File: src/rtl/core/wrop_pkg.sv
// Package for the wrapped rectangle operation unit.
// Holds coordinate widths, action codes, payload structs and helpers.
// No dependencies.
`timescale 1ns / 1ps

package wrop_pkg;

  localparam int unsigned COORD_BITS = 16;
  localparam int unsigned WW_BITS    = 14;
  // internal width: coordinate plus or minus world width, with headroom
  localparam int unsigned EXT_BITS   = ((COORD_BITS > WW_BITS) ? COORD_BITS : WW_BITS) + 2;

  localparam logic [WW_BITS-1:0] WW_RESET = WW_BITS'(8192);

  typedef logic signed [COORD_BITS-1:0] coord_t;
  typedef logic signed [EXT_BITS-1:0]   ext_t;
  typedef logic [WW_BITS-1:0]           ww_t;

  typedef enum logic [1:0] {
    ACT_OVERLAP   = 2'd0,
    ACT_INTERSECT = 2'd1,
    ACT_UNION     = 2'd2
  } action_e;

  localparam ext_t COORD_MAX_X = ext_t'($signed({1'b0, {(COORD_BITS-1){1'b1}}}));
  localparam ext_t COORD_MIN_X = ext_t'($signed({1'b1, {(COORD_BITS-1){1'b0}}}));

  typedef struct packed {
    logic [1:0] action;
    coord_t     a_min_x;
    coord_t     a_max_x;
    coord_t     a_min_y;
    coord_t     a_max_y;
    coord_t     b_min_x;
    coord_t     b_max_x;
    coord_t     b_min_y;
    coord_t     b_max_y;
  } in_item_t;

  typedef struct packed {
    logic   hit;
    coord_t res_min_x;
    coord_t res_max_x;
    coord_t res_min_y;
    coord_t res_max_y;
    coord_t other_min_x;
    coord_t other_max_x;
  } out_item_t;

  function automatic ext_t smax(input ext_t a, input ext_t b);
    return (a > b) ? a : b;
  endfunction

  function automatic ext_t smin(input ext_t a, input ext_t b);
    return (a < b) ? a : b;
  endfunction

  // clamp to the signed coordinate range
  function automatic coord_t sat(input ext_t v);
    coord_t r;
    if (v > COORD_MAX_X) begin
      r = COORD_MAX_X[COORD_BITS-1:0];
    end else if (v < COORD_MIN_X) begin
      r = COORD_MIN_X[COORD_BITS-1:0];
    end else begin
      r = v[COORD_BITS-1:0];
    end
    return r;
  endfunction

endpackage

File: src/rtl/core/wrop_ifs.sv
// Valid/ready channel interfaces for the wrapped rectangle operation unit.
// Depends on wrop_pkg for the payload structs.
`timescale 1ns / 1ps

interface wrop_in_if;
  import wrop_pkg::*;
  logic     valid;
  logic     ready;
  in_item_t payload;
  modport source (output valid, output payload, input ready);
  modport sink   (input valid, input payload, output ready);
endinterface

interface wrop_out_if;
  import wrop_pkg::*;
  logic      valid;
  logic      ready;
  out_item_t payload;
  modport source (output valid, output payload, input ready);
  modport sink   (input valid, input payload, output ready);
endinterface

File: src/rtl/core/wrapped_rect_op_unit.sv
// Each input transfer is registered in the input reg, then in the result reg, before out_o.
// Throughput: one rectangle pair per cycle, sustained, while out_o is taken.
// The rate is set by the two-stage register pipeline (input reg, result reg).
// Reset (rst_ni low, async) empties both stages; world width returns to 8192.
// Depends on wrop_pkg and wrop_ifs.
`timescale 1ns / 1ps

module wrapped_rect_op_unit (
  input  logic                  clk_i,
  input  logic                  rst_ni,
  input  logic                  ww_we_i,
  input  logic [wrop_pkg::WW_BITS-1:0] ww_wdata_i,
  wrop_in_if.sink               in_i,
  wrop_out_if.source            out_o
);
  import wrop_pkg::*;

  // ---------------------------------------------------------------------
  // World width config: user writes only while idle; the unit does not check.
  // ---------------------------------------------------------------------
  ww_t ww_q;

  always_ff @(posedge clk_i or negedge rst_ni) begin
    if (!rst_ni) begin
      ww_q <= WW_RESET;
    end else if (ww_we_i) begin
      ww_q <= ww_wdata_i;
    end
  end

  // ---------------------------------------------------------------------
  // Pipeline control. Stage 1 holds the input item, stage 2 the result.
  // Each stage moves whenever the stage after it is free or draining; a waiting
  // result stops a new transfer into stage 1 only while stage 1 is full.
  // ---------------------------------------------------------------------
  logic     s1_valid_q;
  logic     out_valid_q;
  logic     s2_ready;
  logic     s1_ready;
  logic     in_fire;
  logic     s1_adv;
  in_item_t s1_q;
  out_item_t out_q;
  out_item_t res_d;

  assign s2_ready = !out_valid_q || out_o.ready;
  assign s1_ready = !s1_valid_q || s2_ready;
  assign in_fire  = in_i.valid && s1_ready;
  assign s1_adv   = s1_valid_q && s2_ready;

  assign in_i.ready    = s1_ready;
  assign out_o.valid   = out_valid_q;
  assign out_o.payload = out_q;

  always_ff @(posedge clk_i or negedge rst_ni) begin
    if (!rst_ni) begin
      s1_valid_q  <= 1'b0;
      out_valid_q <= 1'b0;
    end else begin
      if (s1_ready) begin
        s1_valid_q <= in_i.valid;
      end
      if (s2_ready) begin
        out_valid_q <= s1_valid_q;
      end
    end
  end

  // payload registers, no reset
  always_ff @(posedge clk_i) begin
    if (in_fire) begin
      s1_q <= in_i.payload;
    end
    if (s1_adv) begin
      out_q <= res_d;
    end
  end

  // ---------------------------------------------------------------------
  // Datapath. Coordinates are widened so that max x +/- world width never
  // wraps; only union can push a value past the coordinate range, and the
  // final clamp saturates it.
  // ---------------------------------------------------------------------
  ext_t w;
  ext_t ax0, ax1, ay0, ay1, bx0, bx1, by0, by1;
  ext_t wp, wq;
  logic a_uw, b_uw;   // max x below world width: rectangle does not wrap
  logic y_hit;

  assign w   = ext_t'($signed({1'b0, ww_q}));
  assign ax0 = ext_t'(s1_q.a_min_x);
  assign ax1 = ext_t'(s1_q.a_max_x);
  assign ay0 = ext_t'(s1_q.a_min_y);
  assign ay1 = ext_t'(s1_q.a_max_y);
  assign bx0 = ext_t'(s1_q.b_min_x);
  assign bx1 = ext_t'(s1_q.b_max_x);
  assign by0 = ext_t'(s1_q.b_min_y);
  assign by1 = ext_t'(s1_q.b_max_y);

  assign wp    = ax1 - w;
  assign wq    = bx1 - w;
  assign a_uw  = ax1 < w;
  assign b_uw  = bx1 < w;
  assign y_hit = !((by0 >= ay1) || (ay0 >= by1));

  // overlap test
  logic ovl_hit;

  always_comb begin
    if (!y_hit) begin
      ovl_hit = 1'b0;
    end else if (a_uw) begin
      if (b_uw) begin
        ovl_hit = (bx1 > ax0) && (ax1 > bx0);
      end else begin
        ovl_hit = (ax0 < wq) || (ax1 > bx0);
      end
    end else begin
      if (!b_uw) begin
        ovl_hit = 1'b1;
      end else begin
        ovl_hit = (bx0 < wp) || (bx1 > ax0);
      end
    end
  end

  // intersect: clipped x spans for both rectangles; the y span is clipped in the result select
  logic isect_hit;
  logic x_hit;
  ext_t ip_x0, ip_x1, iq_x0, iq_x1;

  always_comb begin
    ip_x0 = ax0;
    ip_x1 = ax1;
    iq_x0 = bx0;
    iq_x1 = bx1;
    x_hit = 1'b1;
    if (a_uw && b_uw) begin
      x_hit = !((bx1 <= ax0) || (ax1 <= bx0));
      ip_x0 = smax(ax0, bx0);
      ip_x1 = smin(ax1, bx1);
    end else if (a_uw) begin
      // second wraps: the clip lands in the second rectangle's span
      if ((ax0 < wq) && (ax1 <= bx0)) begin
        iq_x0 = ax0;
        iq_x1 = smin(ax1, wq);
      end else begin
        x_hit = ax1 > bx0;
        iq_x1 = ax1;
        iq_x0 = smax(bx0, ax0);
      end
    end else if (b_uw) begin
      if ((bx0 < wp) && (bx1 <= ax0)) begin
        ip_x0 = bx0;
        ip_x1 = smin(bx1, wp);
      end else begin
        x_hit = bx1 > ax0;
        ip_x1 = bx1;
        ip_x0 = smax(ax0, bx0);
      end
    end else begin
      ip_x0 = smax(ax0, bx0);
      ip_x1 = smin(ax1, bx1);
    end
    isect_hit = y_hit && x_hit;
  end

  // union: enclosing rectangle
  ext_t un_x0, un_x1;

  always_comb begin
    un_x0 = smin(ax0, bx0);
    un_x1 = smax(ax1, bx1);
    if (a_uw && !b_uw) begin
      if (ax1 <= bx0) begin
        un_x0 = bx0;
        un_x1 = smax(ax1 + w, bx1);
      end else begin
        un_x1 = bx1;
      end
    end else if (!a_uw && b_uw) begin
      if (bx1 <= ax0) begin
        un_x0 = ax0;
        un_x1 = smax(ax1, bx1 + w);
      end else begin
        un_x1 = ax1;
      end
    end
  end

  // result select; anything that is not changed passes the inputs through
  always_comb begin
    res_d.hit         = 1'b0;
    res_d.res_min_x   = s1_q.a_min_x;
    res_d.res_max_x   = s1_q.a_max_x;
    res_d.res_min_y   = s1_q.a_min_y;
    res_d.res_max_y   = s1_q.a_max_y;
    res_d.other_min_x = s1_q.b_min_x;
    res_d.other_max_x = s1_q.b_max_x;
    case (s1_q.action)
      ACT_OVERLAP: begin
        res_d.hit = ovl_hit;
      end
      ACT_INTERSECT: begin
        res_d.hit = isect_hit;
        if (isect_hit) begin
          res_d.res_min_x   = sat(ip_x0);
          res_d.res_max_x   = sat(ip_x1);
          res_d.res_min_y   = sat(smax(ay0, by0));
          res_d.res_max_y   = sat(smin(ay1, by1));
          res_d.other_min_x = sat(iq_x0);
          res_d.other_max_x = sat(iq_x1);
        end
      end
      ACT_UNION: begin
        res_d.hit       = 1'b1;
        res_d.res_min_x = sat(un_x0);
        res_d.res_max_x = sat(un_x1);
        res_d.res_min_y = sat(smin(ay0, by0));
        res_d.res_max_y = sat(smax(ay1, by1));
      end
      default: begin
        res_d.hit = 1'b0;
      end
    endcase
  end

  // ---------------------------------------------------------------------
  // Assertions
  // ---------------------------------------------------------------------
  // intersect and overlap must agree on whether the rectangles meet
  a_isect_matches_ovl: assert property (@(posedge clk_i) disable iff (!rst_ni)
    s1_valid_q |-> (isect_hit == ovl_hit))
    else $error("intersect hit differs from overlap hit");

  // a union item always comes out with hit set
  a_union_hit: assert property (@(posedge clk_i) disable iff (!rst_ni)
    (s1_adv && (s1_q.action == ACT_UNION)) |=> (out_valid_q && out_q.hit))
    else $error("union result without hit");

  // a missed intersect passes its input fields through with hit low
  a_isect_miss_passthru: assert property (@(posedge clk_i) disable iff (!rst_ni)
    (s1_adv && (s1_q.action == ACT_INTERSECT) && !ovl_hit) |=>
      (!out_q.hit && (out_q.res_min_x == $past(s1_q.a_min_x))
       && (out_q.other_max_x == $past(s1_q.b_max_x))))
    else $error("missed intersect changed its inputs");

  // an item leaving stage 1 always lands in the result register
  a_s1_to_out: assert property (@(posedge clk_i) disable iff (!rst_ni)
    s1_adv |=> out_valid_q)
    else $error("item dropped between stages");

endmodule

File: src/flat_wrapper.sv
// flat-port wrapper written by rule: the top's interface ports become plain ports
module wrapped_rect_op_unit_flat import wrop_pkg::*;
  (clk_i, rst_ni, ww_we_i, ww_wdata_i, in_i_valid, in_i_payload, in_i_ready, out_o_valid, out_o_payload, out_o_ready);
  wrop_in_if in_i_i ();
  wrop_out_if out_o_i ();
  input  logic clk_i;
  input  logic rst_ni;
  input  logic ww_we_i;
  input  logic [wrop_pkg::WW_BITS-1:0] ww_wdata_i;
  input wire logic [$bits(in_i_i.valid)-1:0] in_i_valid;
  input wire logic [$bits(in_i_i.payload)-1:0] in_i_payload;
  output wire logic [$bits(in_i_i.ready)-1:0] in_i_ready;
  output wire logic [$bits(out_o_i.valid)-1:0] out_o_valid;
  output wire logic [$bits(out_o_i.payload)-1:0] out_o_payload;
  input wire logic [$bits(out_o_i.ready)-1:0] out_o_ready;
  assign in_i_i.valid = in_i_valid;
  assign in_i_i.payload = in_i_payload;
  assign in_i_ready = in_i_i.ready;
  assign out_o_valid = out_o_i.valid;
  assign out_o_payload = out_o_i.payload;
  assign out_o_i.ready = out_o_ready;
  wrapped_rect_op_unit u_core (.clk_i(clk_i), .rst_ni(rst_ni), .ww_we_i(ww_we_i), .ww_wdata_i(ww_wdata_i), .in_i(in_i_i), .out_o(out_o_i));
endmodule
File: config.mk
export PLATFORM = sky130hd
export DESIGN_NAME = wrapped_rect_op_unit_flat
export DESIGN_NICKNAME = d
export VERILOG_FILES = /design/src/rtl/core/wrop_pkg.sv /design/src/rtl/core/wrop_ifs.sv /design/src/rtl/core/wrapped_rect_op_unit.sv /design/src/flat_wrapper.sv
export SDC_FILE = /design/constraint.sdc
export NUM_CORES = 1
export LEC_CHECK = 0
export BUFFER_PORTS_ARGS = -buffer_cell sky130_fd_sc_hd__buf_2
export CAP_MARGIN = 5
export CORE_AREA = 2 2 218 220
export CTS_BUF_LIST = sky130_fd_sc_hd__clkbuf_4
export DETAILED_ROUTE_END_ITERATION = 7
export DIE_AREA = 0 0 220 222
export SYNTH_ARGS = -nofsm -noshare
export SYNTH_HDL_FRONTEND = slang
export SYNTH_SLANG_ARGS = --single-unit
File: constraint.sdc
create_clock -name clk_i -period 10.3 [get_ports clk_i]
set_clock_uncertainty 0.1 [all_clocks]
set_input_delay 1.03 -clock clk_i [delete_from_list [all_inputs] [get_ports clk_i]]
set_output_delay 1.03 -clock clk_i [all_outputs]
set_load 0.03 [all_outputs]
==> metrics <==
status=finished, final reports clean; die area=approximately 49000 um2; Mapped Cells=roughly 1.9k; Fill cells=4433; Slew Limit Headroom=0.2129; Arr. time, crit path=7.79 ns; sequential fraction of the synthesis area=0.3838; first-pass GRT wire length=around 110000 um; Net Count, Synth=around 2.3k; io pins=approximately 250; worst-margin pin slew=roughly 1.2 ns; CTS root buffer=clkbuf_4; Max FO, Critical Path=24; sum of negative setup slack=0 ns; Rows=between 70 and 80; Hold Path Class=input port to asynchronous set/reset pin; Pwr per Cell Area=164.0 nW/um2; reg-to-reg startpoint=u_core.ax1[6]$_DFFE_PP_; # DRC=0; Post-synth EDFFs=about 230; initial antenna violation count=3; Crit Path Class=register to register; syn avg cell area=a little over 10 um2; die width=220 um; Max rail drop VDD=about 0.00012 V; FF+latch count, synth=about 240; Hold Buf Count CTS=0; Cell Area, Synth=around 19000 um2; initial DRC count=approximately 1.5k; Worst setup SP type=register; Final setup viols=0; Top FF cell, synth=edfxtp_1; Clock Sinks=243; insertion delay to the later sink of the worst-skew pair=around 0.83 ns; Yosys cell types=100; post-DR wirelength/cell=about 26 um; max-slew violations=0; Post-CTS Resized=0; Finished Core Util=0.4710; total power=approximately 3.6 mW; Layout area overhead=15.84%; nets@finish=roughly 2.6k; TritonCTS Buffers=73; H-tree depth=3; ANT nets after route=0; Post-CTS Setup Bufs=0; Starting Density=0.4066; All-Layer GR Usage=0.3061; Worst EP required=10.74 ns; vias in the first global route=between 15k and 20k; Hold Worst Slack=between 0.06 and 0.07 ns; vias per cell=5.870; dpl ws=between 3 and 4 ns; Final Hold Fails=0; FFs w/ async S/R, synth=0.06584; reg2reg path depth=21; CP endpoint kind=register; origin of the worst setup path=u_core.ax1[6]$_DFFE_PP_; clock transition at the registers of the reported paths=about 0.070 ns; Core ar.=46260 um2; drt first pass iters=6; RSZ-0062 raised after global routing=false; MaxCap Viol Count=0; Leak=a little under 10 nW; largest net degree at the start of global routing=70; CTS tree=yes; fin worst setup slack=~3 ns; post-DP HPWL=roughly 58000 um; CTS Buffer Depth=3; I/O Buffers=247; GRT overflow=0; FMAX=between 100 and 150 MHz; critical path capture point=u_core.out_o.payload[0]$_DFFE_PP_; period utilization=0.7140; Via Count=16.62k; Reg2Reg Setup Slack=just under 3 ns; final WL=around 75000 um; Tmin final=between 7 and 8 ns; GP Congestion=approximately 1.0; reg-to-reg endpoint=u_core.out_o.payload[0]$_DFFE_PP_; yosys warns=0; layout cells sized above 1=0.1991; Die H=around 220 um
==> through the flow <==
step / cell area [um2] / cells
2_1_floorplan: 18810 / 1870
3_3_place_gp: 20830 / 2701
3_5_place_dp: 20830 / 2701
4_1_cts: 21760 / 2826
5_1_grt: 21790 / 2832
6_report: 21790 / 2832
==> layout make-up <==
type                    instances  area, um2  share of cell area
repair buffers                284       1518             0.06966
clock buffers                 100      750.7             0.03446
well taps                     607      759.5             0.03486
flip-flops and latches        243       7218              0.3313
clock inverters                25      186.4            0.008556
diodes                          5      12.51           0.0005743
multi-input cells            1394      10690              0.4906
inverters                     174      653.1             0.02998
==> per-layer routing <==
| metal | part of all wire | GRT usage |
|---|---|---|
| met2 | 0.46 | 0.4864 |
| met3 | 0.069 | 0.05775 |
| met5 | 0 | 0 |
| met1 | 0.42 | 0.3907 |
| met4 | 0.057 | 0.1682 |
==> state kept, by name, summed over array words and instances, names as in the netlist <==
| name | cells |
|---|---|
| u_core.ww_q | 14 |
| u_core.out_o.valid | 1 |
| u_core.bx0 | 16 |
| u_core.by0 | 16 |
| u_core.ay0 | 16 |
| u_core.s1_valid_q | 1 |
| u_core.ax0 | 16 |
| u_core.s1_q | 2 |
| u_core.bx1 | 16 |
| u_core.ay1 | 16 |
| u_core.ax1 | 16 |
| u_core.by1 | 16 |
| u_core.out_o.payload | 97 |
==> layout by cell type, fill, tap and decap left out, drive strengths merged, types with 34 or more instances in the layout <==
cell type and instances:
inv 174, nor3 35, nor2 112, edfxtp 227, a21oi 97, a21o 36
xnor2 37, nand2 131, ha 282, o211ai 34, o21ai 120, clkbuf 100
buf 284
==> synthesized netlist by cell type, drive strengths merged, types with 6 or more instances <==
cell,n,share of area
nor2b,26,0.0086
buf,29,0.0084
o22ai,8,0.0030
ha,282,0.19
clkbuf,30,0.0060
a221o,19,0.010
o31ai,20,0.0082
edfxtp,227,0.36
nor2,112,0.023
and4,7,0.0033
nor3,35,0.0098
a21oi,97,0.026
nand3,23,0.0061
nor3b,7,0.0028
nand2b,29,0.0096
a211oi,29,0.012
a21o,36,0.014
or3,8,0.0027
inv,173,0.035
mux2,10,0.0060
o221ai,12,0.0059
dfrtp,15,0.020
or2,8,0.0027
or4,6,0.0026
o21a,28,0.011
and2,22,0.0073
nand4,33,0.011
o21bai,12,0.0048
a22o,32,0.015
a221oi,15,0.0070
a31oi,9,0.0030
o311a,6,0.0032
xor2,10,0.0047
nor4,9,0.0030
mux2i,24,0.013
o21ai,120,0.032
a22oi,6,0.0024
xnor2,37,0.017
o31a,8,0.0037
nand2,131,0.026
o211ai,34,0.014
==> critical path, stage by stage (launching register included) <==
cell      delay, ns
edfxtp_1       0.65
ha_1           0.64
a21oi_1        0.16
o211a_1        0.24
nand2b_1       0.17
a31oi_1        0.34
o21a_1         0.17
o21ai_0        0.12
nor2b_1        0.19
xnor2_1        0.41
ha_1           0.34
and4_1         0.17
and2_1         0.20
nand3_1        0.09
a21oi_1        0.05
o32a_1         0.37
a31o_1         0.23
a221oi_1       0.30
buf_4          0.23
nand3_1        0.75
nand2b_1       0.59
o21ai_0        0.54
==> logic make-up after synthesis <==
| kind of cell | Yosys count | share of synthesized area |
|---|---|---|
| buffers and inverters | 233 | 0.04909 |
| AO/OA/AOI/OAI | 556 | 0.2091 |
| XOR/XNOR | 48 | 0.02308 |
| adder cells (fa/ha/maj) | 288 | 0.1930 |
| AND/OR/NAND/NOR | 468 | 0.1233 |
| flip-flops | 243 | 0.3838 |
| multiplexers | 34 | 0.01876 |
==> worst min-delay path by stage <==
stage                                        startpoint                              to  cells past startpoint
after floorplan           u_core.s1_valid_q$_DFFE_PN0N_  u_core.out_o.valid$_DFFE_PN0P_                      1
after global placement    u_core.s1_valid_q$_DFFE_PN0N_  u_core.out_o.valid$_DFFE_PN0P_                      1
after detailed placement  u_core.s1_valid_q$_DFFE_PN0N_  u_core.out_o.valid$_DFFE_PN0P_                      1
after CTS                                        rst_ni      u_core.ww_q[3]$_DFFE_PN0P_                      1
after global routing                             rst_ni      u_core.ww_q[2]$_DFFE_PN0P_                      1
final                                            rst_ni      u_core.ww_q[2]$_DFFE_PN0P_                      1
==> power breakdown <==
group	switching [mW]	leakage [nW]	internal, mW	total [mW]
combinational	0.882	6.69	0.472	1.35
sequential	0.0677	2.38	1.18	1.25
clock	0.444	0.550	0.525	0.968
No activity file was read; power rests on OpenSTA's default activity.
